`config.mk`:
```
export PLATFORM = sky130hd
export DESIGN_NAME = i2c_eeprom_page_master
export DESIGN_NICKNAME = d
export VERILOG_FILES = /design/src/rtl/core/iepm_pkg.sv /design/src/rtl/core/iepm_seq.sv /design/src/rtl/core/i2c_eeprom_page_master.sv
export VERILOG_INCLUDE_DIRS = /design/src /design/src/rtl/core
export SDC_FILE = /design/constraint.sdc
export NUM_CORES = 1
export LEC_CHECK = 0
export BUFFER_PORTS_ARGS = -buffer_cell sky130_fd_sc_hd__buf_4
export CAP_MARGIN = 40
export CORE_MARGIN = 8
export CORE_UTILIZATION = 25
export DETAILED_ROUTE_END_ITERATION = 8
export PLACE_DENSITY = 0.42
export SLEW_MARGIN = 10
export SYNTH_ARGS = -nofsm -noshare
export SYNTH_HDL_FRONTEND = slang
export SYNTH_SLANG_ARGS = --single-unit
export TNS_END_PERCENT = 30
```
`constraint.sdc`:
```
create_clock -name clk -period 6.9 [get_ports clk]
set_clock_uncertainty 0.05 [all_clocks]
set_input_delay 0.345 -clock clk [delete_from_list [all_inputs] [get_ports clk]]
set_output_delay 0.345 -clock clk [all_outputs]
set_load 0.005 [all_outputs]
```
`src/rtl/core/i2c_eeprom_page_master_macros.svh`:
```
// Assertion macros used by the EEPROM master sequencer.
// No dependencies.
`ifndef I2C_EEPROM_PAGE_MASTER_MACROS_SVH
`define I2C_EEPROM_PAGE_MASTER_MACROS_SVH
`define IEPM_ASSERT_IMP(label, clk, rst, a, c) \
  label: assert property (@(posedge clk) disable iff (rst) (a) |-> (c)) \
    else $error("assertion failed");
`define IEPM_ASSERT_NXT(label, clk, rst, a, c) \
  label: assert property (@(posedge clk) disable iff (rst) (a) |=> (c)) \
    else $error("assertion failed");
`endif

```
`src/rtl/core/iepm_pkg.sv`:
```
// Package for the EEPROM page master: phases, kinds, widths.
// No dependencies.
package iepm_pkg;
  localparam int AddrBits = 11;
  localparam int MaxLength = 2048;
  localparam int LenBits = 12;

  typedef enum logic [2:0] {
    PH_IDLE, PH_START, PH_SEND, PH_ACKW, PH_RECV, PH_MACK, PH_STOP, PH_WAIT
  } phase_t;

  typedef enum logic [2:0] {
    BK_DEVW, BK_AHI, BK_ALO, BK_DATA, BK_DEVR
  } byte_kind_t;

  typedef enum logic [1:0] {
    SK_PAGE, SK_END, SK_NACK
  } stop_kind_t;

  typedef enum logic [1:0] {
    OP_TICK, OP_WRITE, OP_READ, OP_NONE
  } op_t;

  localparam logic [1:0] ST_OK = 2'd0;
  localparam logic [1:0] ST_BUSY = 2'd1;
  localparam logic [1:0] ST_BUSERR = 2'd2;
  localparam logic [1:0] ST_NACK = 2'd3;

  typedef struct packed {
    logic       scl_out;
    logic       sda_out;
    logic       need_byte;
    logic       read_valid;
    logic [7:0] read_byte;
    logic       busy_res;
    logic       done_res;
    logic [1:0] status;
  } result_t;
endpackage

```
`src/rtl/core/iepm_seq.sv`:
```
// Tick sequencer: all bus state, one tick per accepted item.
// Depends on iepm_pkg.
module iepm_seq import iepm_pkg::*; (
  input  logic                 clk,
  input  logic                 rst,
  input  logic                 step,
  input  logic [1:0]           operation,
  input  logic [7:0]           device_code,
  input  logic [AddrBits-1:0]  mem_address,
  input  logic [LenBits-1:0]   length,
  input  logic [7:0]           write_byte,
  input  logic                 sda_in,
  input  logic [3:0]           page_size_log2,
  input  logic [15:0]          write_wait_ticks,
  output result_t              res
);
  phase_t phase, phase_next;
  byte_kind_t byte_kind, byte_kind_next;
  stop_kind_t stop_kind, stop_kind_next;
  logic [2:0] tick_step, tick_step_next;
  logic [3:0] bit_count, bit_count_next;
  logic [7:0] shift_byte, shift_byte_next, dev_byte, dev_byte_next;
  logic [AddrBits-1:0] cur_address, cur_address_next;
  logic [LenBits-1:0] bytes_left, bytes_left_next;
  logic [8:0] page_left, page_left_next;
  logic [15:0] wait_count, wait_count_next;
  logic is_read, is_read_next, sda_level, sda_level_next, want_byte, want_byte_next;

  always_ff @(posedge clk) begin
    if (rst) begin
      phase <= PH_IDLE; byte_kind <= BK_DEVW; stop_kind <= SK_PAGE;
      tick_step <= '0; bit_count <= '0; shift_byte <= '0; dev_byte <= '0;
      cur_address <= '0; bytes_left <= '0; page_left <= '0; wait_count <= '0;
      is_read <= 1'b0; sda_level <= 1'b1; want_byte <= 1'b0;
    end else if (step) begin
      phase <= phase_next; byte_kind <= byte_kind_next; stop_kind <= stop_kind_next;
      tick_step <= tick_step_next; bit_count <= bit_count_next;
      shift_byte <= shift_byte_next; dev_byte <= dev_byte_next;
      cur_address <= cur_address_next; bytes_left <= bytes_left_next;
      page_left <= page_left_next; wait_count <= wait_count_next;
      is_read <= is_read_next; sda_level <= sda_level_next; want_byte <= want_byte_next;
    end
  end

  always_comb begin
    logic [3:0] lg;
    logic [9:0] room;
    logic [9:0] offs;
    logic b;
    logic [LenBits-1:0] bl;
    logic [3:0] bc;
    phase_next = phase; byte_kind_next = byte_kind; stop_kind_next = stop_kind;
    tick_step_next = tick_step; bit_count_next = bit_count;
    shift_byte_next = want_byte ? write_byte : shift_byte;
    dev_byte_next = dev_byte; cur_address_next = cur_address;
    bytes_left_next = bytes_left; page_left_next = page_left;
    wait_count_next = wait_count; is_read_next = is_read;
    sda_level_next = sda_level; want_byte_next = 1'b0;
    res = '0; res.scl_out = 1'b1; res.sda_out = 1'b1;
    lg = (page_size_log2 > 4'd8) ? 4'd8 : page_size_log2;
    b = 1'b0; bl = '0; bc = '0;

    if (phase == PH_IDLE && (operation == OP_WRITE || operation == OP_READ)) begin
      dev_byte_next = device_code;
      cur_address_next = mem_address;
      bytes_left_next = (length > LenBits'(MaxLength)) ? LenBits'(MaxLength) : length;
      is_read_next = (operation == OP_READ);
      phase_next = PH_START;
      tick_step_next = '0;
      byte_kind_next = BK_DEVW;
    end
    // page room computed from current next address/length
    offs = 10'(cur_address_next) & ((10'd1 << lg) - 10'd1);
    room = (10'd1 << lg) - offs;
    if (phase == PH_IDLE && (operation == OP_WRITE || operation == OP_READ))
      page_left_next = (bytes_left_next < LenBits'(room)) ? 9'(bytes_left_next) : 9'(room);
    res.busy_res = (phase_next != PH_IDLE);

    case (phase_next)
      PH_START: begin
        if (tick_step == 3'd0) begin
          sda_level_next = 1'b1;
          if (!sda_in) begin
            res.done_res = 1'b1; res.status = ST_BUSY; phase_next = PH_IDLE;
          end else tick_step_next = 3'd1;
        end else if (tick_step == 3'd1) begin
          res.sda_out = 1'b0; sda_level_next = 1'b0;
          if (sda_in) begin
            res.done_res = 1'b1; res.status = ST_BUSERR; phase_next = PH_IDLE;
            tick_step_next = '0;
          end else tick_step_next = 3'd2;
        end else begin
          res.sda_out = 1'b0;
          case (byte_kind)
            BK_DEVW: shift_byte_next = (8'hA0 | dev_byte) & 8'hFE;
            BK_DEVR: shift_byte_next = 8'hA1 | dev_byte;
            default: ;
          endcase
          phase_next = PH_SEND; tick_step_next = '0; bit_count_next = '0;
        end
      end
      PH_SEND: begin
        b = shift_byte_next[3'd7 - bit_count[2:0]];
        if (tick_step == 3'd0) begin
          res.scl_out = 1'b0; res.sda_out = sda_level; tick_step_next = 3'd1;
        end else if (tick_step == 3'd1) begin
          res.scl_out = 1'b0; res.sda_out = b; sda_level_next = b; tick_step_next = 3'd2;
        end else begin
          res.sda_out = b; tick_step_next = '0;
          bc = bit_count + 4'd1;
          bit_count_next = bc;
          if (bc >= 4'd8) begin phase_next = PH_ACKW; bit_count_next = '0; end
        end
      end
      PH_ACKW: begin
        if (tick_step == 3'd0) begin
          res.scl_out = 1'b0; res.sda_out = sda_level; tick_step_next = 3'd1;
        end else if (tick_step == 3'd1) begin
          res.scl_out = 1'b0; sda_level_next = 1'b1; tick_step_next = 3'd2;
        end else begin
          tick_step_next = '0;
          if (sda_in) begin
            stop_kind_next = SK_NACK; phase_next = PH_STOP;
          end else begin
            case (byte_kind)
              BK_DEVW: begin
                byte_kind_next = BK_AHI; phase_next = PH_SEND; bit_count_next = '0;
                shift_byte_next = 8'(cur_address >> 8);
              end
              BK_AHI: begin
                byte_kind_next = BK_ALO; phase_next = PH_SEND; bit_count_next = '0;
                shift_byte_next = cur_address[7:0];
              end
              BK_ALO, BK_DATA: begin
                if (byte_kind == BK_ALO && is_read) begin
                  byte_kind_next = BK_DEVR; phase_next = PH_START;
                end else begin
                  if (byte_kind == BK_DATA) begin
                    cur_address_next = cur_address + 1'b1;
                    if (bytes_left != '0) bytes_left_next = bytes_left - 1'b1;
                    if (page_left != '0) page_left_next = page_left - 1'b1;
                  end
                  if (page_left_next != '0) begin
                    res.need_byte = 1'b1; want_byte_next = 1'b1;
                    byte_kind_next = BK_DATA; phase_next = PH_SEND; bit_count_next = '0;
                  end else begin
                    stop_kind_next = SK_PAGE; phase_next = PH_STOP;
                  end
                end
              end
              default: begin
                if (bytes_left == '0) begin
                  stop_kind_next = SK_END; phase_next = PH_STOP;
                end else begin
                  phase_next = PH_RECV; bit_count_next = '0; shift_byte_next = '0;
                end
              end
            endcase
          end
        end
      end
      PH_RECV: begin
        sda_level_next = 1'b1;
        if (tick_step == 3'd0) begin
          res.scl_out = 1'b0; tick_step_next = 3'd1;
        end else begin
          tick_step_next = '0;
          shift_byte_next = {shift_byte_next[6:0], sda_in};
          bc = bit_count + 4'd1;
          bit_count_next = bc;
          if (bc >= 4'd8) begin
            res.read_valid = 1'b1; res.read_byte = shift_byte_next;
            bit_count_next = '0;
            if (bytes_left != '0) bytes_left_next = bytes_left - 1'b1;
            phase_next = PH_MACK;
          end
        end
      end
      PH_MACK: begin
        res.sda_out = sda_level;
        if (tick_step == 3'd0) begin
          res.scl_out = 1'b0; tick_step_next = 3'd1;
        end else if (tick_step == 3'd1) begin
          res.scl_out = 1'b0; sda_level_next = (bytes_left == '0);
          res.sda_out = sda_level_next; tick_step_next = 3'd2;
        end else if (tick_step == 3'd2) begin
          tick_step_next = 3'd3;
        end else begin
          res.scl_out = 1'b0; tick_step_next = '0;
          if (bytes_left == '0) begin
            stop_kind_next = SK_END; phase_next = PH_STOP;
          end else begin
            phase_next = PH_RECV; shift_byte_next = '0; bit_count_next = '0;
          end
        end
      end
      PH_STOP: begin
        if (tick_step == 3'd0) begin
          res.scl_out = 1'b0; res.sda_out = sda_level; tick_step_next = 3'd1;
        end else if (tick_step == 3'd1) begin
          res.scl_out = 1'b0; res.sda_out = 1'b0; sda_level_next = 1'b0;
          tick_step_next = 3'd2;
        end else if (tick_step == 3'd2) begin
          res.sda_out = 1'b0; tick_step_next = 3'd3;
        end else begin
          sda_level_next = 1'b1; tick_step_next = '0;
          if (stop_kind == SK_NACK) begin
            res.done_res = 1'b1; res.status = ST_NACK; phase_next = PH_IDLE;
          end else if (stop_kind == SK_END) begin
            res.done_res = 1'b1; phase_next = PH_IDLE;
          end else begin
            wait_count_next = write_wait_ticks;
            phase_next = PH_WAIT;
          end
        end
      end
      PH_WAIT: ;
      default: sda_level_next = 1'b1;
    endcase

    // Write wait countdown; a zero wait falls straight through.
    if (phase == PH_WAIT || (phase_next == PH_WAIT && phase == PH_STOP)) begin
      if (phase == PH_WAIT && wait_count != '0) wait_count_next = wait_count - 1'b1;
      if (wait_count_next == '0) begin
        bl = bytes_left_next;
        if (bl != '0) begin
          offs = 10'(cur_address_next) & ((10'd1 << lg) - 10'd1);
          room = (10'd1 << lg) - offs;
          page_left_next = (bl < LenBits'(room)) ? 9'(bl) : 9'(room);
          byte_kind_next = BK_DEVW; phase_next = PH_START; tick_step_next = '0;
        end else begin
          res.done_res = 1'b1; phase_next = PH_IDLE; tick_step_next = '0;
        end
      end
    end
  end

  `include "i2c_eeprom_page_master_macros.svh"
  `IEPM_ASSERT_IMP(a_done_busy, clk, rst, step && res.done_res, res.busy_res)
  `IEPM_ASSERT_IMP(a_rv_recv, clk, rst, step && res.read_valid, phase == PH_RECV)
  `IEPM_ASSERT_NXT(a_done_idle, clk, rst, step && res.done_res, phase == PH_IDLE)
endmodule

```
`src/rtl/core/i2c_eeprom_page_master.sv`:
```
// Top level of the EEPROM page master: stream ports, config, output register.
// Depends on iepm_pkg and iepm_seq.
// Each input item is one bus tick and yields one result item in the next cycle;
// an item is taken every cycle while the output register is free or being
// drained, so the sustained rate is one item per clock. The sequencer state,
// the config registers and the output register are the only storage.
module i2c_eeprom_page_master import iepm_pkg::*; (
  input  logic        clk,
  input  logic        rst,
  input  logic        s_tvalid,
  output logic        s_tready,
  // operation[1:0], device_code[9:2], mem_address[20:10], length[32:21],
  // write_byte[40:33], sda_in[41], zero fill to 48
  input  logic [47:0] s_tdata,
  output logic        m_tvalid,
  input  logic        m_tready,
  // scl_out[0], sda_out[1], need_byte[2], read_valid[3], read_byte[11:4],
  // busy_res[12], done_res[13], status[15:14]
  output logic [15:0] m_tdata,
  input  logic        cfg_we,
  input  logic        cfg_index,
  input  logic [15:0] cfg_data
);
  logic [3:0] page_size_log2;
  logic [15:0] write_wait_ticks;
  logic step;
  result_t res, out_reg;

  always_ff @(posedge clk) begin
    if (rst) begin
      page_size_log2 <= 4'd5; write_wait_ticks <= 16'd10;
    end else if (cfg_we) begin
      if (cfg_index == 1'b0) page_size_log2 <= cfg_data[3:0];
      else write_wait_ticks <= cfg_data;
    end
  end

  assign s_tready = !m_tvalid || m_tready;
  assign step = s_tvalid && s_tready;

  iepm_seq u_seq (
    .clk(clk), .rst(rst), .step(step),
    .operation(s_tdata[1:0]), .device_code(s_tdata[9:2]),
    .mem_address(s_tdata[20:10]), .length(s_tdata[32:21]),
    .write_byte(s_tdata[40:33]), .sda_in(s_tdata[41]),
    .page_size_log2(page_size_log2), .write_wait_ticks(write_wait_ticks),
    .res(res)
  );

  always_ff @(posedge clk) begin
    if (rst) m_tvalid <= 1'b0;
    else if (s_tready) m_tvalid <= s_tvalid;
  end
  always_ff @(posedge clk) begin
    if (step) out_reg <= res;
  end
  assign m_tdata = {out_reg.status, out_reg.done_res, out_reg.busy_res, out_reg.read_byte,
                    out_reg.read_valid, out_reg.need_byte, out_reg.sda_out, out_reg.scl_out};
endmodule
```
# Word-level counts from Yosys, hierarchy flattened
# Index checks and enable logic that the tools add are counted.
# Widths: inputs -> output; s select.
[word_totals]
input_bits = 70
memories = 0
regBits = 118
romBits = 0
mem_bits_rw = 0
latchBits = 0
[op_classes]
order_cmp = 6
muxes = 196
bitwise_logic = 6
mul = 0
reduce_logical = 34
addsub = 9
n_eq_ne = 41
shifts = 1
div_mod_pow = 0
[ops]
columns = ["operator", "n"]
rows = [
  ["$mux 9", 21],
  ["$mux 3", 49],
  ["$mux 16", 9],
  ["$mux 12", 11],
  ["$mux 11", 8],
  ["$mux 8", 11],
  ["$mux 4", 16],
  ["$mux 1", 36],
  ["$mux 2", 18],
  ["$pmux 8 s4", 1],
  ["$eq 3x3->1 const B", 8],
  ["$lt 12x10->1", 2],
  ["$ne 2x2->1 const B", 12],
  ["$pmux 12 s2", 1],
  ["$pmux 8 s3", 1],
  ["$reduce_bool 12->1", 2],
  ["$and 10x10->10", 2],
  ["$pmux 4 s5", 1],
  ["$sub 10x10->10", 2],
  ["$pmux 3 s6", 1],
  ["$reduce_bool 9->1", 2],
  ["$logic_not 16->1", 1],
  ["$pmux 8 s2", 1],
  ["$reduce_bool 16->1", 1],
  ["44 further kinds", 76],
]

# Logic depth before layout (Yosys ltp)
# Gate-level depths: netlist of the first run.
[logic_depth]
word_depth = 32
mapped_depth = 30
ltp_nobuf = 26

# Hierarchy
# Synthesis of the first run repeated with hierarchy kept, for this count alone.
[hier_totals]
cells_unflattened = 1343
hier_area_um2 = 9987.1
[by_module_without_submodules]
columns = ["mod", "seq_area_each_um2", "cells_per_inst", "instances", "area_per_inst_um2"]
rows = [
  ["iepm_seq", 1581.5, 1234, 1, 8504.4],
  ["i2c_eeprom_page_master", 900.9, 109, 1, 1482.7],
]

# Worst setup path after synthesis of the first run
# No wires, ideal clock.
[synth_path]
path_type = "in2reg"
startpoint = "input s_tdata[0]"
endpoint = "register u_seq.phase[2]"
path_stages = 28
setup_slack_ps = 435
t_required_ps = 6770
t_arrival_ps = 6336
n_path_buf = 5
cell_sequence = "inv_1 -> ha_1 -> or4_1 -> buf_2 -> buf_2 -> buf_1 -> clkbuf_1 -> clkbuf_1 -> nand2_1 -> a2bb2o_1 -> ha_1 -> inv_1 -> o31a_1 -> o21ai_0 -> a21oi_1 -> xor2_1 -> ha_1 -> nand2_1 -> o21ai_0 -> a311o_1 -> or3_4 -> nor2_1 -> a211oi_1 -> o31a_1 -> nor4b_4 -> nand3_2 -> or4_1 -> a211oi_2"
[synth_between]
elab_chain_cells = 29
word_cells_on_any_way = 58
[synth_lines]
columns = ["element", "line", "rtl"]
rows = [
  ["start: declaration", "i2c_eeprom_page_master.sv:14", "input logic [47:0] s_tdata,"],
  ["$eq 2x1->1 or $eq 2x2->1 (tied branches)", "iepm_seq.sv:63, iepm_seq.sv:75", ""],
  ["$logic_or 1x1->1 (*)", "iepm_seq.sv:63, iepm_seq.sv:75", ""],
  ["$logic_and 1x1->1 (*)", "iepm_seq.sv:63, iepm_seq.sv:75", ""],
  ["$mux 11", "iepm_seq.sv:63", "if (phase == PH_IDLE && (operation == OP_WRITE || operation == OP_READ)) begin"],
  ["$and 10x10->10", "iepm_seq.sv:73", "offs = 10'(cur_address_next) & ((10'd1 << lg) - 10'd1);"],
  ["$sub 10x10->10", "iepm_seq.sv:74", "room = (10'd1 << lg) - offs;"],
  ["$lt 12x10->1", "iepm_seq.sv:76", "page_left_next = (bytes_left_next < LenBits'(room)) ? 9'(bytes_left_next) : 9'(room);"],
  ["$mux 9", "iepm_seq.sv:76", ""],
  ["[13 not listed]", "-", ""],
  ["$mux 3", "iepm_seq.sv:122", "if (sda_in) begin"],
  ["$mux 3", "iepm_seq.sv:118", "end else if (tick_step == 3'd1) begin"],
  ["$mux 3", "iepm_seq.sv:116", "if (tick_step == 3'd0) begin"],
  ["$pmux 3 s6", "iepm_seq.sv:79", "case (phase_next)"],
  ["$eq 3x3->1", "iepm_seq.sv:222", "if (phase == PH_WAIT || (phase_next == PH_WAIT && phase == PH_STOP)) begin"],
  ["$logic_and 1x1->1", "iepm_seq.sv:222", ""],
  ["$logic_or 1x1->1", "iepm_seq.sv:222", ""],
  ["$mux 3 (*)", "iepm_seq.sv:222", ""],
  ["end signal: assignment", "iepm_seq.sv:36", "phase <= phase_next; byte_kind <= byte_kind_next; stop_kind <= stop_kind_next;"],
  ["end: declaration", "iepm_seq.sv:17", "phase_t phase, phase_next;"],
]
# Every way passes the cells marked *; elsewhere a longest branch is shown, timed or not. The select of a mux whose other input is x is not followed.
# A chain may end at the register's enable or synchronous reset.

# Final worst setup path of the first run
[layout_path]
startpoint = "register page_size_log2[2]"
endpoint = "register u_seq.phase[2]"
[layout_between]
elab_chain_cells = 29
word_cells_on_any_way = 30
[layout_lines]
columns = ["element", "line", "rtl"]
rows = [
  ["start: declaration", "i2c_eeprom_page_master.sv:24", "logic [3:0] page_size_log2;"],
  ["start signal: assignment", "i2c_eeprom_page_master.sv:33", "if (cfg_index == 1'b0) page_size_log2 <= cfg_data[3:0];"],
  ["$gt 4x4->1", "iepm_seq.sv:60", "lg = (page_size_log2 > 4'd8) ? 4'd8 : page_size_log2;"],
  ["$mux 4 (*)", "iepm_seq.sv:60", ""],
  ["$shl 1x4->10 (*)", "iepm_seq.sv:73, iepm_seq.sv:74", ""],
  ["$sub 10x1->10", "iepm_seq.sv:73", ""],
  ["$and 10x10->10", "iepm_seq.sv:73", ""],
  ["$sub 10x10->10 (*)", "iepm_seq.sv:74", ""],
  ["$lt 12x10->1", "iepm_seq.sv:76", ""],
  ["$mux 9 (*)", "iepm_seq.sv:76", ""],
  ["[13 not listed]", "-", ""],
  ["$mux 3 (*)", "iepm_seq.sv:122", ""],
  ["$mux 3 (*)", "iepm_seq.sv:118", ""],
  ["$mux 3 (*)", "iepm_seq.sv:116", ""],
  ["$pmux 3 s6 (*)", "iepm_seq.sv:79", ""],
  ["$eq 3x3->1", "iepm_seq.sv:222", ""],
  ["$logic_and 1x1->1", "iepm_seq.sv:222", ""],
  ["$logic_or 1x1->1", "iepm_seq.sv:222", ""],
  ["$mux 3 (*)", "iepm_seq.sv:222", ""],
]
# Marked as above.

==> results, run 1 <==
- The fraction of the cycle the final worst path needs is 92.4%.
- The total negative setup slack is 0 ns.
- The layout has about 4.4k filler cells.
- After the first detailed-routing iteration, the DRC count stood at 748.
- The area used by multi-input combinational logic is roughly 7000 sq um.
- The shortest period the worst path allows is 6.38 ns.
- The peak fanout along the critical path is 8.
- From bottom edge to top edge, the die measures approximately 220 um.
- The number of failing setup endpoints in the final timing report is 0.
- 0 antenna diodes ended up in the layout.
- The share of the yosys chip area belonging to registers is 24.7%.
- Setup repair after global routing left no endpoint under its margin.
- The critical path is of the flop to flop type.
- The min-delay analysis places its worst path in the category input pin to flop.
- The number of buffers added on ports is 78.
- The area taken by flip-flops and latches is roughly 2500 sq um.
- TritonCTS built the clock tree.
- Entering global routing, the biggest net connects 67 pins.
- The post-detailed-placement half-perimeter wirelength is 29,400 um.
- Headroom to the max-slew limit came out at 46.1%.
- The tree is rooted in a clkbuf_16.
- Counting flops with a built-in enable in the synthesized netlist gives 16.
- The synthesized design spends more area on one cell type than any other, namely dfxtp_1.
- The via count of the first global-routing pass is approximately 10k.
- The total buffers and inverters traversed by the critical path is 2.
- The most used flip-flop cell after synthesis is dfxtp_1.
- The die covers ~47,000 sq um.
- Global routing used between 10% and 20% of the available tracks.
- The per-cell via count in the routed design is around 5.4.
- The final RePlAce weighted congestion is roughly 0.84.
- The clock reaches the later pin of the worst-skew pair after approximately 0.45 ns.
- After synthesis, the cell types taking the most area are dfxtp_1 20%, a21oi_1 6.8%, nand2_1 6.4%.
- After clock tree synthesis, the clock-pin slew on the worst setup and hold paths is ~0.07 ns.
- Yosys printed 0 warnings.
- The number of antenna violations at the first check in global routing is 0.
- The slowest stage cell on the critical path is or4_1.
- Buffers inserted during clock tree synthesis total 17.
- For the pin with the worst max-slew slack, the measured transition is between 0.8 and 0.9 ns.
- The final wirelength is a little under 40,000 um.
- The overall die width is about 220 um.
- The final count of hold timing violations is 0.
- In this run the critical register-to-register path is captured at u_seq.phase[2].
- The number of sinks on the clock net is between 100 and 150.
- The worst hold path terminates at write_wait_ticks[15].
- Synthesis inferred between 100 and 150 register bits.
- The initial cell density of the core is 25.3%.
- Leaving out fill and tap cells, the most frequent cell in the layout is nand2_1.
- The final antenna-violating net count is 0.
- The clock passes through at most 2 buffers.
- The startpoint identified for the worst hold timing path is cfg_data[15].
- In the layout the commonest cells are 169 x nand2_1, 153 x nor2_1, 137 x a21oi_1.
- The I/O pin count is 88.
- The routed layout has 10.5k vias.
- For this run, the top clock speed supported by timing is around 0.16 GHz.
- The number of distinct library cells after synthesis is 90.
- The number of maximum-capacitance constraint violations is 0.
- The global-route wire length before repair is between 60,000 and 70,000 um.
- The synthesis-to-layout area growth is 17.0%.
- The net count of the finished layout is 1,532.
- The startpoint type of the worst setup path is a flop.
- The power per unit of standard cell area is 223 nW/um^2.
- The proportion of register bits with asynchronous set or reset after synthesis is 0%.
- For this design, the CTS-stage hold fixing added 0 buffers.
- The beginning of the worst register-to-register path is page_size_log2[2].
- The kind of cell with the highest combined delay along the critical path is compound AO/OA/AOI/OAI gates.
- The setup check on the worst reg-to-reg path leaves a slack of 0.52 ns.
- The worst hold-check slack is approximately 0.095 ns.
- The area share of the leading cell type in the synthesized netlist is approximately 20%.
- The worst hold path was traced through 3 stages.
- The average detailed-routed wire length per instance is between 20 and 25 um.
- The total number of H-tree levels is 4.
- For the worst setup path, the data required time is slightly above 7 ns.
- The highest cell delay on the worst timing path is 0.57 ns.
- The worst setup path is captured at a flop.
- For the worst flop-to-flop path, the logic depth is 26.
- The static power due to leakage is 0.00447 uW.
- Data on the critical path arrives at its endpoint at between 6 and 7 ns.
- For this run the aggregate overflow at the end of global routing stands at 0.
- The mapped netlist covers approximately 10,000 sq um.
- The number of cell rows is 73.
- The flow ran to the end, and the final reports show no timing, DRC or antenna violations.
- The ratio of cells with drive above 1 in the final layout is between 10% and 20%.
- The gate count of the mapped netlist is 1,384.
- The maximum VDD drop is 189 uV.
- In this run the mean area of a mapped cell was approximately 7.2 sq um.
- The count of TritonRoute iterations in the first routing pass is 5.
- The number of pins exceeding their max-slew limit in the final report came to 0.
- After detailed routing, the number of remaining DRC violations is 0.
- The standard cell core area is between 30,000 and 40,000 sq um.
## per-stage QoR
stage / area (sq um) / cells / setup slack (ns) / util [%] / total power (uW)
final: 11700 / 1958 / 0.521 / 29.6 / 2620
after floorplan: 10000 / 1385 / 0.435 / - / 1430
after global routing: 11700 / 1958 / 0.0462 / 29.6 / 2770
after CTS: 11700 / 1958 / 0.423 / 29.6 / 2640
after detailed placement: 11200 / 1926 / 0.369 / 28.2 / 1730
after global placement: 11100 / 1923 / 0.424 / 28.1 / 1720
## cell families after synthesis
| logic type | after synthesis | synth area share (%) |
|---|---|---|
| AND/OR/NAND/NOR | 569 | 27.6 |
| AO/OA/AOI/OAI | 410 | 26.6 |
| buffers and inverters | 150 | 6.00 |
| flip-flops | 116 | 24.7 |
| multiplexers | 61 | 6.66 |
| adder cells (fa/ha/maj) | 42 | 5.31 |
| XOR/XNOR | 35 | 3.06 |
| other | 1 | 0.0374 |
## worst max-delay path by stage
| stage | depth (start not counted) | from | end |
|---|---|---|---|
| after global placement | 24 | s_tdata[0] | u_seq.phase[2] |
| final | 26 | page_size_log2[2] | u_seq.phase[2] |
| after detailed placement | 25 | s_tdata[0] | u_seq.phase[2] |
| after CTS | 27 | page_size_log2[2] | u_seq.phase[2] |
| after global routing | 27 | page_size_log2[2] | u_seq.phase[2] |
| after floorplan | 28 | s_tdata[0] | u_seq.phase[2] |
## metal layers
metal	wire length, um	global-route usage [%]	up-vias
li1	-	-	5150
met1	19500	23.4	5087
met2	17700	25.7	267
met3	1620	2.44	45
met4	803	5.05	0
met5	0	0	-
## repair_timing
| action | 4_1_cts | 5_1_grt |
|---|---|---|
| setup endpoints to repair | 0 | 1 |
| setup buffers | 0 | 0 |
| resized for setup | 0 | 2 |
## worst reg2reg max path, cell delays in order (launching register included)
cell	delay (ns)
dfxtp_1	0.35
nor4_1	0.32
buf_4	0.20
inv_1	0.08
ha_1	0.31
nor3_1	0.17
a21o_1	0.11
a32oi_1	0.11
a21o_1	0.20
ha_1	0.38
a21oi_1	0.21
o21ai_0	0.10
a21oi_1	0.33
nor2b_1	0.08
o21ai_0	0.17
nand2b_1	0.09
ha_1	0.31
a21o_1	0.16
a311o_1	0.33
or3_4	0.38
nor2_1	0.11
a211oi_1	0.07
o31a_1	0.33
nor4b_4	0.39
nand3_2	0.19
or4_1	0.57
a211oi_2	0.22
## power breakdown
| group | internal [uW] | switching, uW | total (uW) |
|---|---|---|---|
| sequential | 725 | 51.1 | 776 |
| clock | 504 | 393 | 897 |
| combinational | 369 | 575 | 944 |
| total | 1600 | 1020 | 2620 |
## final cells by class
cell class / instances / share of cell area, %
Multi-Input combinational cell: 1119 / 59.3
Sequential cell: 116 / 21.1
Timing Repair Buffer: 120 / 7.60
Tap cell: 525 / 5.59
Clock buffer: 17 / 3.62
Inverter: 46 / 1.47
Clock inverter: 15 / 1.26
## flip-flops by register name, indices dropped and copies added (netlist names)
name / count
u_seq.is_read: 1
m_tdata: 16
u_seq.byte_kind: 3
u_seq.want_byte: 1
m_tvalid: 1
u_seq.bit_count: 4
u_seq.tick_step: 3
u_seq.wait_count: 16
u_seq.page_left: 9
u_seq.cur_address: 11
u_seq.bytes_left: 12
u_seq.shift_byte: 8
u_seq.dev_byte: 5
page_size_log2: 4
u_seq.stop_kind: 2
write_wait_ticks: 16
u_seq.sda_level: 1
u_seq.phase: 3
## synth_stat cells (18+ instances only)
cell	number
nor2_1	153
mux2_2	26
nand2_1	170
dfxtp_1	100
clkbuf_1	77
mux2i_1	33
ha_1	41
a211oi_1	29
a21oi_1	137
o21ai_0	72
nand2b_1	23
xnor2_1	18
inv_1	45
a31oi_1	21
nor2b_1	18
nand3_1	37
nor3_1	53
(Power assumes the default switching activity.)
==> run 2: changes to the inputs <==
--- a/config.mk
+++ b/config.mk
@@ -9,9 +9,9 @@
 export BUFFER_PORTS_ARGS = -buffer_cell sky130_fd_sc_hd__buf_4
 export CAP_MARGIN = 40
 export CORE_MARGIN = 8
-export CORE_UTILIZATION = 25
+export CORE_UTILIZATION = 56
 export DETAILED_ROUTE_END_ITERATION = 8
-export PLACE_DENSITY = 0.42
+export PLACE_DENSITY = 0.8
 export SLEW_MARGIN = 10
 export SYNTH_ARGS = -nofsm -noshare
 export SYNTH_HDL_FRONTEND = slang
==> run 2 against run 1 <==
Effect of this change:
- combinational power is 2.8% lower
- via count is 1.6% higher
- first-iteration DRC count is 74% higher
- critical path depth stayed put
- total power is 2.8% lower
- sequential share of layout area is 0.90 points higher
==> results, run 2 (synthesis results as in run 1) <==
- The flow ran to the end, and the final reports show no timing, DRC or antenna violations.
- The die height is 150 um (-31%).
- The number of pins exceeding their max-slew limit in the final report is 0 (unchanged).
- Setup repair after global routing left no endpoint under its margin.
- The total number of H-tree levels is 4 (unchanged).
- The library cells used most frequently in the layout, excluding fill and tap cells, are 169 x nand2_1, 153 x nor2_1, 137 x a21oi_1.
- The total of fill cells in the finished design came to 1,602 (-63%).
- The post-detailed-placement half-perimeter wirelength came to 23,000 um (-22%).
- The final RePlAce weighted congestion is 0.986 (+17%).
- The total negative setup slack is 0 ns (unchanged).
- The number of maximum-capacitance constraint violations is 0 (unchanged).
- The startpoint identified for the worst register-to-register timing path is page_size_log2[2].
- The die area is 22,500 sq um (-52%).
- The maximum buffer depth of the clock tree is 2 (unchanged).
- The via count of the routed design is 10.7k (+1.6%).
- The global-route wire length before repair was 51,500 um (-16%).
- The global router's overall resource usage came to 28.1% (+11 points).
- The number of antenna violations at the first check in global routing came to 0 (unchanged).
- The worst hold-check slack is 0.0927 ns (-0.00275 ns).
- The shortest period the worst path allows was 6.44 ns (+0.0571 ns).
- The type of element capturing the critical path is a flop.
- The root cell of the clock tree is clkbuf_16.
- The final net count came to 1,516 (-1.0%).
- The final wirelength came to 31,400 um (-21%).
- The I/O pin count is 88 (unchanged).
- The initial cell density of the core is 56.4% (+31 points).
- The detailed router's first-iteration violation count is 1,298 (+74%).
- The fmax is 0.155 GHz (-0.89%).
- The final core area utilization was 63.3% (+34 points).
- The peak fanout along the critical path was 10 (+2).
- The worst reg-to-reg path cell count is 26 (unchanged).
- STA classifies the critical path startpoint as a flop.
- The clock-pin slew on the worst setup and hold paths is 0.06 ns (about the same).
- The overall die width is 150 um (-31%).
- The static power due to leakage is 0.00440 uW (-1.6%).
- The ratio of cells with drive above 1 in the final layout was 14.0% (-0.95 points).
- The via count of the first global-routing pass is 9,947 (-1.1%).
- The TritonCTS clock tree is yes.
- The total congestion overflow after global routing is 0 (unchanged).
- The path class of the tightest hold or removal check is input pin to flop.
- The count of cells along the worst hold path is 3 (unchanged).
- The worst slew margin relative to its limit is 33.8% (-12 points).
- The number of cell rows is 49 (-33%).
- The DRC violation count after routing is 0 (unchanged).
- The standard cell core area is 17,800 sq um (-55%).
- The final antenna diode count is 0 (unchanged).
- The critical path class is flop to flop.
- The power per unit of standard cell area was 226 nW/um^2 (+1.3%).
- The number of setup buffers added after CTS is 0 (unchanged).
- The maximum VDD drop came to 211 uV (+12%).
- The worst setup path startpoint is page_size_log2[2].
- The reg-to-reg setup timing slack is 0.46 ns (-0.06 ns).
- The worst register-to-register path ends at u_seq.phase[2].
- The count of TritonRoute iterations in the first routing pass is 6 (+1).
- The number of buffers added on ports came to 78 (unchanged).
- The maximum number of pins on one net before global-route repair came to 83 (+24%).
- The last element of the critical path is u_seq.phase[2].
- The average detailed-routed wire length per instance was 19.1 um (-5.8%).
- The endpoint required time on the critical path is 7.19 ns (-0.03 ns).
- The synthesis-to-layout area growth is 12.2%.
- The worst-margin pin slew came to 0.985 ns (+0.176 ns).
- Leaving out fill and tap cells, the most frequent cell in the layout is nand2_1.
- The final count of hold timing violations was 0 (unchanged).
- The per-cell via count in the routed design is 6.52 (+21%).
- The number of sinks on the clock net is 116 (unchanged).
- The number of buffers added by the clock tree synthesis step is 17 (unchanged).
- The clock latency on the worst-skew pair was 0.42 ns (-0.03 ns).
- The final antenna-violating net count was 0 (unchanged).
- The number of failing setup endpoints in the final timing report was 0 (unchanged).
- The fraction of the cycle the final worst path needs is 93.3% (+0.83 points).
- The data arrival time of the worst path is 6.73 ns (+0.03 ns).
run 2: worst min path at each step:
stage,start,end
4_1_cts,cfg_data[3],write_wait_ticks[3]
6_report,cfg_data[3],write_wait_ticks[3]
3_5_place_dp,write_wait_ticks[12],write_wait_ticks[12]
3_3_place_gp,write_wait_ticks[12],write_wait_ticks[12]
5_1_grt,cfg_data[3],write_wait_ticks[3]
2_1_floorplan,u_seq.is_read,u_seq.is_read
run 2: timing repair:
| action | 4_1_cts | 5_1_grt |
|---|---|---|
| setup endpoints to repair | 0 | 1 |
| hold buffers | 0 | 0 |
| gates resized for setup | 0 | 1 |
| hold endpoints to repair | 0 | 0 |
run 2: power breakdown:
| part | internal (uW) | switching [uW] | leakage (uW) | total (uW) |
|---|---|---|---|---|
| clock network | 496 | 350 | 0.000267 | 846 |
| registers | 725 | 53.1 | 0.000974 | 779 |
| logic | 360 | 558 | 0.00316 | 918 |
run 2: per-layer routing:
metal	GRT usage (%)	vias up	wire length, um
met3	5.84	77	3230
li1	-	5112	-
met2	44.2	577	14100
met4	9.10	0	775
met1	37.6	4956	13300
met5	0	-	0
run 2: final cells by class:
class / instances / area [sq um] / area share (%)
multi-input cells: 1119 / 6970 / 61.9
flip-flops and latches: 116 / 2480 / 22.0
repair buffers: 104 / 801 / 7.11
clock buffers: 17 / 425 / 3.78
well taps: 229 / 287 / 2.54
inverters: 46 / 173 / 1.53
clock inverters: 14 / 126 / 1.12
run 2: stage by stage:
step,cell area [sq um],total power [uW],setup slack [ns],cells
6_report,11300,2540,0.464,1645
2_1_floorplan,10000,1430,0.435,1385
4_1_cts,11300,2520,0.420,1645
5_1_grt,11300,2670,0.00583,1645
3_3_place_gp,10700,1660,0.537,1612
3_5_place_dp,10700,1680,0.452,1614
run 2: critical path: stages, from the launching register on:
cell and delay (ns):
dfxtp_1 0.40, nor4_1 0.34, buf_4 0.19, inv_1 0.08, ha_1 0.31, nor3_1 0.17
a21o_1 0.10, a32oi_1 0.13, a21o_1 0.20, ha_1 0.35, a21oi_1 0.22, o21ai_0 0.11
a21oi_1 0.31, nor2b_1 0.08, o21ai_0 0.16, nand2b_1 0.09, ha_1 0.31, a21o_1 0.16
a311o_1 0.32, or3_4 0.38, nor2_1 0.11, a211oi_1 0.07, o31a_1 0.33, nor4b_4 0.37
nand3_2 0.21, or4_1 0.58, a211oi_2 0.22
==> run 3: changes to the inputs <==
--- a/config.mk
+++ b/config.mk
@@ -12,6 +12,7 @@
 export CORE_UTILIZATION = 56
 export DETAILED_ROUTE_END_ITERATION = 8
 export PLACE_DENSITY = 0.8
+export RECOVER_POWER = 50
 export SLEW_MARGIN = 10
 export SYNTH_ARGS = -nofsm -noshare
 export SYNTH_HDL_FRONTEND = slang
==> run 3 against run 2 <==
Effect of this change:
- the run now ends with capacitance limit, slew limit left
- cell area decreased by 0.12%
- largest cell class unchanged
- first-iteration DRC count decreased by 0.39%
- sequential share of layout area about the same
- flip-flop and latch count unchanged
- hold slack improved by 0.0025 ns
- count of clock-buffer cells in the layout unchanged
==> results, run 3 (synthesis results as in run 1) <==
- The initial cell density of the core is 56.4% (unchanged).
- The final count of hold timing violations was 0 (unchanged).
- The die height was 150 um (unchanged).
- The via count of the routed design is 10.7k (+0.23%).
- The static power due to leakage is 0.00438 uW (-0.35%).
- The total negative setup slack is 0 ns (unchanged).
- The worst hold-check slack came to 0.0952 ns (+0.00245 ns).
- The number of buffers added on ports is 78 (unchanged).
- The worst-margin pin slew was 2.39 ns (+1.41 ns).
- The total congestion overflow after global routing is 0 (unchanged).
- The global router's overall resource usage is 28.1% (unchanged).
- The global-route wire length before repair was 51,500 um (unchanged).
- The critical path is of the flop to flop type.
- The number of maximum-capacitance constraint violations is 2 (+2).
- The final antenna diode count is 0 (unchanged).
- The average detailed-routed wire length per instance is 19.2 um (+0.40%).
- The reg-to-reg setup timing slack was 0.37 ns (-0.10 ns).
- The clock latency on the worst-skew pair is 0.42 ns (about the same).
- The ratio of cells with drive above 1 in the final layout was 13.6% (-0.35 points).
- The number of antenna violations at the first check in global routing was 0 (unchanged).
- STA classifies the critical path endpoint as a flop.
- Setup repair after global routing left no endpoint under its margin.
- The via count of the first global-routing pass is 9,947 (unchanged).
- The number of setup buffers added after CTS is 0 (unchanged).
- The maximum buffer depth of the clock tree was 2 (unchanged).
- The peak fanout along the critical path is 10 (unchanged).
- The final wirelength is 31,500 um (+0.40%).
- The hold buffer count at CTS is 0 (unchanged).
- The number of failing setup endpoints in the final timing report was 0 (unchanged).
- The total of fill cells in the finished design is 1,605 (+0.19%).
- The standard cell core area is 17,800 sq um (unchanged).
- The worst slew margin relative to its limit was -59.6% (-93 points).
- The number of pins exceeding their max-slew limit in the final report is 90 (+90).
- The clock-pin slew on the worst setup and hold paths is 0.06 ns (about the same).
- The count of TritonRoute iterations in the first routing pass is 6 (unchanged).
- Clock tree synthesis selected as its root buffer the cell clkbuf_16.
- Relative to the synthesized area, the layout overhead comes to 12.1%.
- The maximum number of pins on one net before global-route repair is 83 (unchanged).
- The final net count came to 1,516 (unchanged).
- The final antenna-violating net count is 0 (unchanged).
- The top cell types in the final layout, fill and taps aside, are 170 x nand2_1, 153 x nor2_1, 137 x a21oi_1.
- The most common cell after layout, fill and taps aside is nand2_1.
- The number of sinks on the clock net came to 116 (unchanged).
- STA classifies the critical path startpoint as a flop.
- The number of buffers added by the clock tree synthesis step is 17 (unchanged).
- The total number of H-tree levels was 4 (unchanged).
- The checks that failed: capacitance limit, slew limit.
- The fraction of the cycle the final worst path needs is 94.7% (+1.4 points).
- The overall die width is 150 um (unchanged).
- The power per unit of standard cell area is 226 nW/um^2 (about the same).
- The DRC violation count after routing is 0 (unchanged).
- The post-detailed-placement half-perimeter wirelength is 23,000 um (unchanged).
- The per-cell via count in the routed design was 6.53 (+0.23%).
- The detailed router's first-iteration violation count is 1,293 (-0.39%).
- The final RePlAce weighted congestion is 0.986 (unchanged).
- The type of the tightest min-delay check is input pin to flop.
- The fmax is 0.153 GHz (-1.5%).
- TritonCTS built the clock tree.
- The shortest period the worst path allows is 6.53 ns (+0.0985 ns).
- The number of cell rows came to 49 (unchanged).
- The I/O pin count is 88 (unchanged).
- The flow ran to the end, but the final reports show violations.
- The maximum VDD drop is 209 uV (-0.72%).
- The endpoint required time on the critical path was 7.19 ns (about the same).
- The data arrival time of the worst path was 6.83 ns (+0.10 ns).
- The die area is 22,500 sq um (unchanged).
-- run 3: cell count changes in the layout (fill, tap and decap cells not counted), sizes merged --
cell    change
clkbuf     +21
buf        -21
-- run 3: metrics by stage --
step	setup slack [ns]	area [sq um]	utilization, %	power [uW]	cells
after detailed placement	0.452	10700	60.2	1680	1614
after CTS	0.420	11300	63.3	2520	1645
final	0.365	11200	63.3	2540	1645
after global routing	0.00578	11200	63.3	2670	1645
after floorplan	0.435	10000	-	1430	1385
after global placement	0.537	10700	60.0	1660	1612
-- run 3: critical path: stages (launching register included) --
cell and delay, ns:
dfxtp_1 0.41, nor4_1 0.35, buf_4 0.19, inv_1 0.08
ha_1 0.31, nor3_1 0.17, a21o_1 0.10, a32oi_1 0.15
a21o_1 0.21, ha_1 0.35, a21oi_1 0.22, o21ai_0 0.11
a21oi_1 0.32, nor2b_1 0.08, o21ai_0 0.16, nand2b_1 0.09
ha_1 0.31, a21o_1 0.16, a311o_1 0.32, or3_4 0.38
nor2_1 0.11, a211oi_1 0.07, o31a_1 0.33, nor4b_4 0.39
nand3_2 0.21, or4_1 0.59, a211oi_2 0.22
-- run 3: layout make-up --
class | instances | area, sq um | share of cell area [%]
flip-flops and latches | 116 | 2480 | 22.1
clock inverters | 14 | 126 | 1.12
inverters | 46 | 173 | 1.54
multi-input cells | 1119 | 6960 | 61.9
repair buffers | 104 | 790 | 7.02
well taps | 229 | 287 | 2.55
clock buffers | 17 | 425 | 3.78
-- run 3: power by group --
part / total [uW] / internal (uW) / switching, uW
sequential: 779 / 726 / 53.4
combinational: 918 / 359 / 558
clock: 844 / 496 / 348
total: 2540 / 1580 / 960
-- run 3: what timing repair did --
item                       in CTS  in global routing
resized for setup               0                  1
hold endpoints to repair        0                  0
setup endpoints to repair       0                  1
-- run 3: worst paths after layout --
path / startpoint / to / cells past startpoint
max: page_size_log2[2] / u_seq.phase[2] / 26
min: cfg_data[3] / write_wait_ticks[3] / 3
max reg2reg: page_size_log2[2] / u_seq.phase[2] / 26
min reg2reg: write_wait_ticks[12] / write_wait_ticks[12] / 2
-- run 3: per-layer routing --
layer  GRT usage, %  vias to the layer above  part of all wire [%]
met5              0                        -                     0
met4           9.10                        0                   2.2
met3           5.84                       63                    10
met2           44.2                      598                    45
met1           37.6                     4978                    42
li1               -                     5108                     -
